--- src/hw/rtl/mec_pkg.sv ---
// Shared types, constants and helpers for the Mandelbrot escape counter.
// Used by mec_ctrl, mec_dpath, mandelbrot_escape_count and mec_checker.
`timescale 1ns / 1ps

package mec_pkg;

    localparam int FRAC_BITS = 28;
    localparam int WORD_W    = 32;
    localparam int PROD_W    = 2 * WORD_W;
    localparam int CNT_W     = 8;

    localparam logic [CNT_W-1:0] LIMIT_RESET = CNT_W'(100);

    typedef logic signed [WORD_W-1:0] word_t;
    typedef logic signed [PROD_W-1:0] prod_t;
    typedef logic [CNT_W-1:0]         cnt_t;

    localparam prod_t WORD_MAX = (prod_t'(1) <<< (WORD_W - 1)) - prod_t'(1);
    localparam prod_t WORD_MIN = -(prod_t'(1) <<< (WORD_W - 1));
    localparam prod_t FX_ONE   = prod_t'(1) <<< FRAC_BITS;
    localparam prod_t BOX_RE_LO = -(FX_ONE <<< 1);
    localparam prod_t BOX_RE_HI = FX_ONE;
    localparam prod_t BOX_IM_LO = -FX_ONE;
    localparam prod_t BOX_IM_HI = FX_ONE;

    typedef enum logic [1:0] {
        ST_IDLE,
        ST_MUL,
        ST_ACC,
        ST_FIN
    } state_t;

    typedef struct packed {
        logic load;
        logic mul_en;
        logic acc_en;
        logic out_load;
    } dp_cmd_t;

    typedef struct packed {
        logic esc_now;
        logic last;
    } dp_stat_t;

    function automatic word_t sat_word(input prod_t v);
        word_t r;
        if (v > WORD_MAX)
        begin
            r = word_t'(WORD_MAX);
        end
        else if (v < WORD_MIN)
        begin
            r = word_t'(WORD_MIN);
        end
        else
        begin
            r = word_t'(v);
        end
        return r;
    endfunction

endpackage

--- src/hw/rtl/mec_ctrl.sv ---
// Controller FSM for the escape counter: handshakes, iteration sequencing,
// iteration limit register. Depends on mec_pkg.
`timescale 1ns / 1ps

module mec_ctrl (
    input  logic               clk,
    input  logic               rst_n,
    input  logic               cfg_write,
    input  mec_pkg::cnt_t      cfg_data,
    input  logic               pt_valid,
    output logic               pt_stall,
    output logic               res_valid,
    input  logic               res_stall,
    output mec_pkg::cnt_t      limit,
    output mec_pkg::dp_cmd_t   cmd,
    input  mec_pkg::dp_stat_t  stat
);
    import mec_pkg::*;

    state_t state_reg;
    state_t state_next;
    logic   res_valid_reg;
    logic   res_valid_next;
    cnt_t   limit_reg;
    logic   out_free;

    assign out_free  = !res_valid_reg || !res_stall;
    assign pt_stall  = (state_reg != ST_IDLE);
    assign res_valid = res_valid_reg;
    assign limit     = limit_reg;

    always_comb
    begin
        state_next = state_reg;
        unique case (state_reg)
            ST_IDLE:
            begin
                if (pt_valid)
                begin
                    state_next = (limit_reg == '0) ? ST_FIN : ST_MUL;
                end
            end
            ST_MUL:
            begin
                state_next = ST_ACC;
            end
            ST_ACC:
            begin
                state_next = (stat.esc_now || stat.last) ? ST_FIN : ST_MUL;
            end
            ST_FIN:
            begin
                if (out_free)
                begin
                    state_next = ST_IDLE;
                end
            end
            default:
            begin
                state_next = ST_IDLE;
            end
        endcase
    end

    always_comb
    begin
        cmd.load     = (state_reg == ST_IDLE) && pt_valid;
        cmd.mul_en   = (state_reg == ST_MUL);
        cmd.acc_en   = (state_reg == ST_ACC);
        cmd.out_load = (state_reg == ST_FIN) && out_free;
    end

    always_comb
    begin
        priority if (cmd.out_load)
        begin
            res_valid_next = 1'b1;
        end
        else if (!res_stall)
        begin
            res_valid_next = 1'b0;
        end
        else
        begin
            res_valid_next = res_valid_reg;
        end
    end

    always_ff @(posedge clk or negedge rst_n)
    begin
        if (!rst_n)
        begin
            state_reg     <= ST_IDLE;
            res_valid_reg <= 1'b0;
            limit_reg     <= LIMIT_RESET;
        end
        else
        begin
            state_reg     <= state_next;
            res_valid_reg <= res_valid_next;
            if (cfg_write)
            begin
                limit_reg <= cfg_data;
            end
        end
    end

endmodule

--- config.mk ---
export PLATFORM = sky130hd
export DESIGN_NAME = mec_ctrl
export DESIGN_NICKNAME = d
export VERILOG_FILES = /design/src/hw/rtl/mec_pkg.sv /design/src/hw/rtl/mec_ctrl.sv
export SDC_FILE = /design/constraint.sdc
export NUM_CORES = 1
export LEC_CHECK = 0
export ABC_AREA = 0
export BUFFER_PORTS_ARGS = -buffer_cell sky130_fd_sc_hd__buf_4
export CAP_MARGIN = 25
export CORE_UTILIZATION = 30
export DETAILED_ROUTE_END_ITERATION = 10
export SLEW_MARGIN = 20
export SYNTH_ARGS = -nofsm -noshare
export SYNTH_HDL_FRONTEND = slang
export SYNTH_SLANG_ARGS = --single-unit
--- constraint.sdc ---
create_clock -name clk -period 2.4 [get_ports clk]
set_clock_uncertainty 0.1 [all_clocks]
set_input_delay 0.12 -clock clk [delete_from_list [all_inputs] [get_ports clk]]
set_output_delay 0.12 -clock clk [all_outputs]
set_load 0.005 [all_outputs]
**Word-level counts from Yosys, hierarchy flattened**

Index checks and enable logic that the tools add are counted.

- Equality and inequality tests: 6
- Multiplexer cells: 7
- Reduce and logical (&&, ||, !) cells: 10

Operator list:

| cell | number |
|---|---|
| logical NOT 8 bit | 1 |
| 2-to-1 mux 2 bit | 4 |
| one-hot mux 2 bit (4 select lines) | 1 |
| == test 2 bit, second input constant | 2 |
| inequality test 2 bit, second input constant | 2 |
| == test 2 x 1 -> 1 bit, second input constant | 1 |
| logical AND 1 bit | 2 |
| logical NOT 1 bit | 2 |
| logical NOT 2 bit | 1 |
| logical OR 1 bit | 2 |
| 2-to-1 mux 1 bit | 2 |
| inequality test 2 x 1 -> 1 bit, second input constant | 1 |
| AND reduction 2 bit | 1 |
| nonzero test 2 bit | 1 |

- Bits in registers: 11
- Output and inout port bits: 14
- Logic and storage cells: 26

**Longest topological paths before layout**

Gate-level depths: netlist of run 1.

- Depth after elaboration: 4
- Gate-level depth with buffers: 3
- Mapped depth without buffers: 3

**Least setup slack after synthesis of run 1**

Ideal clock, no wire load.

- Kind: register to register
- From: reg limit_reg[0], in the netlist limit[0]
- To: reg state_reg[1]
- Setup time: 74 ps
- Data arrival time: 829 ps
- Required time: 2226 ps
- Path slack: 1397 ps
- Cell stages (with the launch flop): 4
- Buffers on the path: 0
- Period minus slack after synthesis: 1003 ps
- Path through: dfrtp_1 > nor4_1 > nand4b_1 > o21ai_2

- Cells in the longest elaborated chain, start to end: 4

Ends and longest elaborated chain:

| element | RTL line | RTL |
|---|---|---|
| from (decl) | mec_ctrl.sv:24 | `cnt_t limit_reg;` |
| from (signal assigned) | mec_ctrl.sv:103 | `limit_reg <= cfg_data;` |
| logical NOT 8 bit | mec_ctrl.sv:40 | `state_next = (limit_reg == '0) ? ST_FIN : ST_MUL;` |
| 2-to-1 mux 2 bit | mec_ctrl.sv:40 |  |
| 2-to-1 mux 2 bit | mec_ctrl.sv:38 | `if (pt_valid)` |
| one-hot mux 2 bit (4 select lines) | mec_ctrl.sv:35 | `unique case (state_reg)` |
| to (signal assigned) | mec_ctrl.sv:99 | `state_reg <= state_next;` |
| to (decl) | mec_ctrl.sv:20 | `state_t state_reg;` |

No other way between the ends. The select of a mux whose other input is x is not followed.
A chain may end at the register's enable or synchronous reset.

**Worst setup path after layout of run 1**

- From: reg state_reg[1]
- To: out pt_stall

- Cells in the longest elaborated chain, start to end: 1

Ends and longest elaborated chain:

| element | RTL line | RTL |
|---|---|---|
| nonzero test 2 bit | mec_ctrl.sv:28 | `assign pt_stall = (state_reg != ST_IDLE);` |
| to (decl) | mec_ctrl.sv:11 | `output logic pt_stall,` |

No other way between the ends.

==> results_dict.tcl, run 1 <==
set metrics [dict create \
    largest_reg_flops 8 \
    worstHoldStart "pt_valid" \
    finalMaxSlewViolations 0 \
    drc 0 \
    grt_overflow 0 \
    port_buffers 28 \
    finalHoldViolCount 0 \
    cp-end-kind "output port" \
    peakVddDrop_mv 0.3765 \
    max_slew_margin 0.7802 \
    crit_chain "or2_2 > buf_4" \
    slowest_delay_ns 0.46 \
    die-area_mm2 0.001836 \
    placedCellCount 80 \
    multi_input_area_um2 202.7 \
    nFillCells 147 \
    r2r_slack_ns 1.24 \
    cts_tree "done" \
    numCtsBuffers 3 \
    setup_viol 0 \
    critPathLaunchType "flip-flop" \
    avgSynthCellArea_um2 13.17 \
    fin_util 0.5501 \
    seq_area_um2 279.0 \
    clock-sinks 11 \
    clk_pin_slew_ns 0.07 \
    vias 438 \
    rr_startpoint "limit[0]" \
    syn_nets 53 \
    fin_crit_ns 1.383 \
    use_met1 0.1532 \
    ys_async_sr_fraction 1.000 \
    p_leak_nw 0.3861 \
    status "finished, final reports clean" \
    setup_tns_ns 0 \
    clk_latency_ns 0.27 \
    syn_inst 38 \
    routedWlPerCell_um 11.90 \
    gr-usage-met3 0.04255 \
    gp_routability_congestion 0.6681 \
    synth_edf_count 0 \
    io_pins 29 \
    hold-path-endpoint "state_reg[1]" \
    vias_per_cell 4.660 \
    grt_max_degree 12 \
    tightestPinTransition_ns 0.3268 \
    syn_area_um2 500.5 \
    layout_commonest_cell "buf_4" \
    cp.required_ns 2.18 \
    start_util 0.3284 \
    final_cell_mix "buf_4, dlygate4sd3_1, dfrtp_1" \
    root_buffer "clkbuf_4" \
    period_share 0.5763 \
    synth_cell_types 20 \
    nNetsFinal 94 \
    routed_wl_um 1119 \
    synth-seq-cells 11 \
    fmax_mhz 723.0 \
    htreeDepth 1 \
    layout-drive-gt1-share 0.5769 \
    reg2regPathDepth 3 \
    grt_use_met2 0.2303 \
    dp_hpwl_um 800 \
    fp-row-count 14 \
    finalNonFillerCells 94 \
    die_x_um 42.85 \
    coreArea_mm2 0.001524 \
    drt_iter0_markers 1 \
    cp_slowest_cell "dfrtp_1" \
    cts_setup_buffers 0 \
    top_usage_layer "met2" \
    syn_to_final_growth_pct 67.50 \
    r2r_end "state_reg[1]" \
    ant_nets 0 \
    cts_buffer_depth 2 \
    min_delay_path_depth 3 \
    cap_viol_max_count 0 \
    dieHeight_um 42.85 \
    crit_type "reg2out" \
    ys_seq_area_frac 0.5575 \
    grt_setup_unrepaired "no" \
    grt_use_total 0.1375 \
    pwr_density_cell_mw_per_mm2 775.3 \
    worst-path-max-fanout 9 \
    synth_ff_type "dfrtp_1" \
    antenna_found_initial 0 \
    firstDrtPassIters 2 \
    synth_warnings 0 \
    worstPathArrival_ns 1.16 \
    hp-class "in2reg" \
    antenna_cells 0 \
    grt_pass1_wl_um 1842 \
    grt_pass1_vias 462 \
]
## where the power goes
| group | switching [W] | internal [W] | total (W) |
|---|---|---|---|
| clock | 0.0000616 | 0.0000644 | 0.000126 |
| sequential | 0.0000556 | 0.000229 | 0.000285 |
| combinational | 0.0000826 | 0.000157 | 0.000239 |
## area by class of cell
cell class / instances / area share
Timing Repair Buffer: 38 / 0.3701
Multi-Input combinational cell: 25 / 0.2418
Clock buffer: 4 / 0.03134
Sequential cell: 11 / 0.3328
Tap cell: 16 / 0.02388
## kinds of logic (layout without fill, tap and decap cells)
kind of cell,after synthesis,after routing,share of synthesized area
AND/OR/NAND/NOR,13,13,0.1500
flip-flops,11,11,0.5575
multiplexers,8,8,0.1800
AO/OA/AOI/OAI,4,4,0.07501
buffers and inverters,2,42,0.03750
## metal layers
| layer | up-vias | part of all wire | wire length [um] |
|---|---|---|---|
| li1 | 213 | - | - |
| met1 | 203 | 0.41 | 464 |
| met2 | 19 | 0.50 | 556 |
| met3 | 3 | 0.065 | 73 |
| met4 | 0 | 0.022 | 25 |
| met5 | - | 0 | 0 |
## repair_timing
item,4_1_cts,5_1_grt
hold endpoints to repair,20,0
hold buffers,10,0
gates resized for setup,0,0
## critical path: cells and delay by family, from the launching register on
kind,cells,cell delay [ns]
buffers and inverters,1,0.13
flip-flops,1,0.46
AND/OR/NAND/NOR,1,0.30
## synth_stat cells, types with 2 or more instances
cell / n / share of area
nand2_1: 2 / 0.015
dfstp_2: 3 / 0.16
mux2_2: 7 / 0.16
dfrtp_1: 8 / 0.40
nor2_1: 2 / 0.015
nor4_1: 2 / 0.025
## metrics by stage
stage / total power [W] / hold WS, ns / instance area, um^2 / setup WS, ns
floorplan: 0.0003982 / -0.2756 / 500.5 / 1.397
global placement: 0.0005125 / -0.1409 / 711.9 / 1.292
detailed placement: 0.0005180 / -0.1405 / 711.9 / 1.272
CTS: 0.0006586 / 0.02853 / 838.3 / 1.004
global route: 0.0006930 / 0.05285 / 838.3 / 0.9697
finish: 0.0006499 / 0.03406 / 838.3 / 1.017
## worst max-delay path by stage
stage,startpoint,slack (ns),to
after global placement,limit[0],1.29,state_reg[1]
after CTS,state_reg[1],1.00,pt_stall
final,state_reg[1],1.02,pt_stall
after floorplan,limit[0],1.40,state_reg[1]
after detailed placement,limit[0],1.27,state_reg[1]
after global routing,state_reg[1],0.97,cmd[0]
No activity file was read; power rests on OpenSTA's default activity.
==> run 2: changes to the inputs <==
==> constraint.sdc (replaced) <==
create_clock -name clk -period 1.3 [get_ports clk]
set_clock_uncertainty 0.1 [all_clocks]
set_input_delay 0.065 -clock clk [delete_from_list [all_inputs] [get_ports clk]]
set_output_delay 0.065 -clock clk [all_outputs]
set_load 0.005 [all_outputs]
==> run 2 against run 1 <==
  * Non-clock buffer count rose by 3
  * Largest power group unchanged
  * Critical endpoint unchanged
  * Sequential cell count did not move
  * Cell count rose by 3.2%
  * Design area rose by 4.2%
==> results_dict.tcl, run 2 (synthesis gave the netlist of run 1 again) <==
set metrics [dict create \
    status "finished, final reports clean" \
    port_buffers 28 \
    routed_wl_um 1206 \
    vias_per_cell 4.670 \
    io_pins 29 \
    drc 0 \
    reg2regPathDepth 3 \
    clk_pin_slew_ns 0.07 \
    coreArea_mm2 0.001524 \
    syn_to_final_growth_pct 74.50 \
    grt_use_met2 0.2545 \
    grt_pass1_vias 476 \
    grt_setup_unrepaired "no" \
    numCtsBuffers 3 \
    rr_startpoint "limit[3]" \
    fin_crit_ns 1.257 \
    tightestPinTransition_ns 0.2714 \
    clk_latency_ns 0.26 \
    firstDrtPassIters 2 \
    grt_max_degree 12 \
    r2r_end "state_reg[1]" \
    worstHoldStart "cfg_write" \
    cap_viol_max_count 0 \
    die-area_mm2 0.001836 \
    final_cell_mix "buf_4, dlygate4sd3_1, mux2_2" \
    min_delay_path_depth 2 \
    start_util 0.3284 \
    cts_tree "done" \
    gr-usage-met3 0.03830 \
    drt_iter0_markers 1 \
    top_usage_layer "met2" \
    die_x_um 42.85 \
    total_power_w 0.001281 \
    max_slew_margin 0.8174 \
    crit_type "reg2out" \
    finalHoldViolCount 0 \
    fp-row-count 14 \
    root_buffer "clkbuf_4" \
    grt_pass1_wl_um 1980 \
    largest_reg_flops 8 \
    peakVddDrop_mv 0.5795 \
    layout-drive-gt1-share 0.6173 \
    period_share 0.9669 \
    pwr_density_cell_mw_per_mm2 1467 \
    critPathLaunchType "flip-flop" \
    setup_tns_ns 0 \
    routedWlPerCell_um 12.43 \
    cp.required_ns 1.13 \
    gp_routability_congestion 0.6650 \
    hp-class "in2reg" \
    cp.buffers_inverters 1 \
    clock-sinks 11 \
    cp_num_cells 2 \
    layout_commonest_cell "buf_4" \
    slowest_delay_ns 0.45 \
    ant_nets 0 \
    cp_slowest_cell "dfrtp_2" \
    grt_use_total 0.1473 \
    worstPathArrival_ns 1.09 \
    worst-path-max-fanout 6 \
    hold-path-endpoint "limit[4]" \
    hold-worst-slack_ns 0.03835 \
    nNetsFinal 97 \
    r2r_slack_ns 0.20 \
    dieHeight_um 42.85 \
    crit_chain "or2_4 > buf_4" \
    antenna_cells 0 \
    finalMaxSlewViolations 0 \
    vias 453 \
    antenna_found_initial 0 \
    p_leak_nw 0.4007 \
    cp_top_family "flip-flops" \
    use_met1 0.1640 \
    cp-end-kind "output port" \
    fmax_mhz 795.6 \
    cts_buffer_depth 2 \
    setup_viol 0 \
    worstSetupStartpoint "state_reg[0]" \
    htreeDepth 1 \
    grt_overflow 0 \
]
run 2: cell count changes in the layout (fill, tap and decap cells not counted):
cell	delta
nor3b_1	-1
or2_4	+1
dlygate4sd3_1	+1
or2_2	-1
buf_4	+2
dfrtp_2	+2
dfrtp_1	-2
nor3b_2	+1
run 2: area by class of cell:
class | count | area [um^2]
clock buffers | 4 | 26.28
fillers | 144 | 650.6
multi-input cells | 25 | 210.2
flip-flops and latches | 11 | 281.5
well taps | 16 | 20.02
repair buffers | 41 | 335.3
run 2: how the worst max path moves through the flow:
stage | slack [ns] | to
2_1_floorplan | 0.30 | state_reg[1]
3_3_place_gp | 0.21 | state_reg[1]
3_5_place_dp | 0.19 | state_reg[1]
4_1_cts | 0.04 | pt_stall
5_1_grt | 0.002 | pt_stall
6_report | 0.04 | pt_stall
run 2: power by group:
part	total (W)	switching [W]	internal, W
clock	0.000231	0.000112	0.000119
combinational	0.000518	0.000177	0.000341
sequential	0.000533	0.000103	0.000430
total	0.00128	0.000392	0.000889
run 2: layer usage:
| layer | part of all wire | vias to the layer above |
|---|---|---|
| met5 | 0 | - |
| met4 | 0 | 0 |
| met3 | 0.051 | 0 |
| met2 | 0.54 | 16 |
| met1 | 0.41 | 215 |
| li1 | - | 222 |
run 2: worst register-to-register path, delay by kind of cell (launching register included):
family | cells | cell delay [ns]
compound gates | 1 | 0.07
simple gates | 2 | 0.45
flops | 1 | 0.40
run 2: timing repair:
item	CTS	global route
buffers inserted	2	0
endpoints found under the hold margin	22	0
setup endpoints to repair	2	1
resized for setup	3	1
hold buffers	11	0
pin swaps	0	0
run 2: stage by stage:
stage	instance area, um^2	util	std cells	setup WS, ns
3_3_place_gp	711.9	0.4672	80	0.2073
2_1_floorplan	500.5	-	38	0.2966
4_1_cts	868.3	0.5698	97	0.04407
3_5_place_dp	711.9	0.4672	80	0.1947
5_1_grt	873.3	0.5731	97	0.002193
6_report	873.3	0.5731	97	0.04303
==> run 3: changes to the inputs <==
--- a/config.mk
+++ b/config.mk
@@ -8,9 +8,10 @@
 export ABC_AREA = 0
 export BUFFER_PORTS_ARGS = -buffer_cell sky130_fd_sc_hd__buf_4
 export CAP_MARGIN = 25
+export CORE_ASPECT_RATIO = 1.1
 export CORE_UTILIZATION = 30
 export DETAILED_ROUTE_END_ITERATION = 10
-export SLEW_MARGIN = 20
+export SLEW_MARGIN = 10
 export SYNTH_ARGS = -nofsm -noshare
 export SYNTH_HDL_FRONTEND = slang
 export SYNTH_SLANG_ARGS = --single-unit
==> run 3 against run 2 <==
  * Register-to-register slack worse by 0.02 ns
  * First-iteration DRC count rose by 100%
  * Combinational power down 0.8%
  * Setup slack better by 0.015 ns
  * Largest cell class unchanged
  * Utilization down 1.0 points
  * Fmax up 1.2%
  * Via count unchanged
  * Highest routed layer is now met4
==> results_dict.tcl, run 3 (synthesis gave the netlist of run 1 again) <==
set metrics [dict create \
    status "finished, final reports clean" \
    grt_max_degree 12 \
    hp-class "in2reg" \
    finalInstanceArea_um2 877.1 \
    die-area_mm2 0.001836 \
    cp.required_ns 1.13 \
    port_buffers 28 \
    ant_nets 0 \
    coreArea_mm2 0.001558 \
    gp_routability_congestion 0.6029 \
    finalMaxSlewViolations 0 \
    grt_setup_unrepaired "no" \
    clk_latency_ns 0.27 \
    fin_ws_ns 0.05847 \
    clock-sinks 11 \
    cts_buffer_depth 2 \
    grt_use_met2 0.2250 \
    routed_wl_um 1151 \
    start_util 0.3213 \
    cp-end-kind "output port" \
    cp_top_family "flip-flops" \
    post-place-ws_ns 0.1812 \
    final_cell_mix "buf_4, dlygate4sd3_1, mux2_2" \
    fmax_mhz 805.5 \
    p_int_w 0.0008786 \
    reg2regPathDepth 4 \
    gr-usage-met3 0.02956 \
    swShare 0.3098 \
    setup_tns_ns 0 \
    htreeDepth 1 \
    grt_use_total 0.1443 \
    firstDrtPassIters 2 \
    dieHeight_um 44.84 \
    fin_crit_ns 1.242 \
    p_leak_nw 0.4075 \
    io_pins 29 \
    min_delay_path_depth 2 \
    peakVddDrop_mv 0.7208 \
    use_met1 0.1801 \
    p_sw_w 0.0003944 \
    worstPathArrival_ns 1.08 \
    cp.buffers_inverters 1 \
    drc 0 \
    cts_tree "done" \
    layout-drive-gt1-share 0.6125 \
    routedWlPerCell_um 11.87 \
    grt_pass1_vias 407 \
    antenna_found_initial 0 \
    top_usage_layer "met2" \
    pwr-share-clk 0.181 \
    nFillCells 142 \
    total_power_w 0.001273 \
    pwr_density_cell_mw_per_mm2 1451 \
    worst-path-max-fanout 6 \
    fp-row-count 15 \
    setup_viol 0 \
    crit_type "reg2out" \
    cp_slowest_cell "dfrtp_2" \
    dp_hpwl_um 746.9 \
    numCtsBuffers 3 \
    critPathLaunchType "flip-flop" \
    nNetsFinal 96 \
    drt_iter0_markers 2 \
    placedCellCount 81 \
    vias 453 \
    clk_pin_slew_ns 0.08 \
    largest_reg_flops 8 \
    dpl_cell_area_um2 713.2 \
    finalNonFillerCells 97 \
    period_share 0.9550 \
    cap_viol_max_count 0 \
    syn_to_final_growth_pct 75.25 \
    slowest_delay_ns 0.44 \
    antenna_cells 0 \
    die_x_um 40.95 \
    grt_pass1_wl_um 1745 \
    grt_overflow 0 \
    combPwrFrac 0.404 \
    tightestPinTransition_ns 0.2884 \
    layout_commonest_cell "buf_4" \
    cp_num_cells 2 \
    pwr-share-seq 0.415 \
    root_buffer "clkbuf_4" \
    finalHoldViolCount 0 \
    crit_chain "or2_4 > buf_6" \
    vias_per_cell 4.670 \
    max_slew_margin 0.8060 \
]
==> run 3: changes by cell type in the layout (fill, tap and decap cells not counted), sizes merged <==
| cell | before | now |
|---|---|---|
| buf | 30 | 28 |
| clkbuf | 4 | 3 |
| clkinv | 0 | 1 |
| dlymetal6s2s | 0 | 1 |
==> run 3: path summary, 6_finish.rpt <==
check,endpoint,start,slack (ns)
max in group asynchronous,limit[5],rst_n,0.81
setup reg to reg,state_reg[1],state_reg[1],0.18
min in group asynchronous,limit[4],rst_n,0.06
hold reg to reg,limit[0],limit[0],0.44
hold / removal,limit[4],cfg_write,0.02
setup / recovery,pt_stall,state_reg[1],0.06
==> run 3: stage by stage <==
step / utilization / hold slack (ns)
after floorplan: - / -0.3306
after global placement: 0.4578 / -0.1918
after detailed placement: 0.4578 / -0.1926
after CTS: 0.5494 / 0.01606
after global routing: 0.5631 / 0.02619
final: 0.5631 / 0.02072
==> run 3: power groups by stage <==
stage | Clock [W] | Sequential [W] | Combinational [W]
6_report | 0.000231 | 0.000528 | 0.000514
5_1_grt | 0.000259 | 0.000543 | 0.000572
4_1_cts | 0.000242 | 0.000535 | 0.000461
3_5_place_dp | 0 | 0.000532 | 0.000424
3_3_place_gp | 0 | 0.000531 | 0.000420
2_1_floorplan | 0 | 0.000518 | 0.000218
==> run 3: final cells by class <==
class                   count  area [um^2]  share of cell area
clock buffers               3        22.52             0.02568
clock inverters             1        5.005            0.005706
multi-input cells          25        210.2              0.2397
flip-flops and latches     11        281.5              0.3210
well taps                  17        21.27             0.02425
repair buffers             40        336.6              0.3837
==> run 3: per-layer routing <==
metal / part of all wire / vias up
met2: 0.53 / 19
met1: 0.40 / 210
met3: 0.063 / 2
met5: 0 / -
li1: - / 222
met4: 0.0087 / 0
==> run 3: repair_timing <==
action                                  CTS  global route
endpoints found under the setup margin    2             2
gates resized for setup                   3             2
pin swaps                                 0             1
hold buffers                             11             0
buffers inserted                          0             1
hold endpoints to repair                 22             0
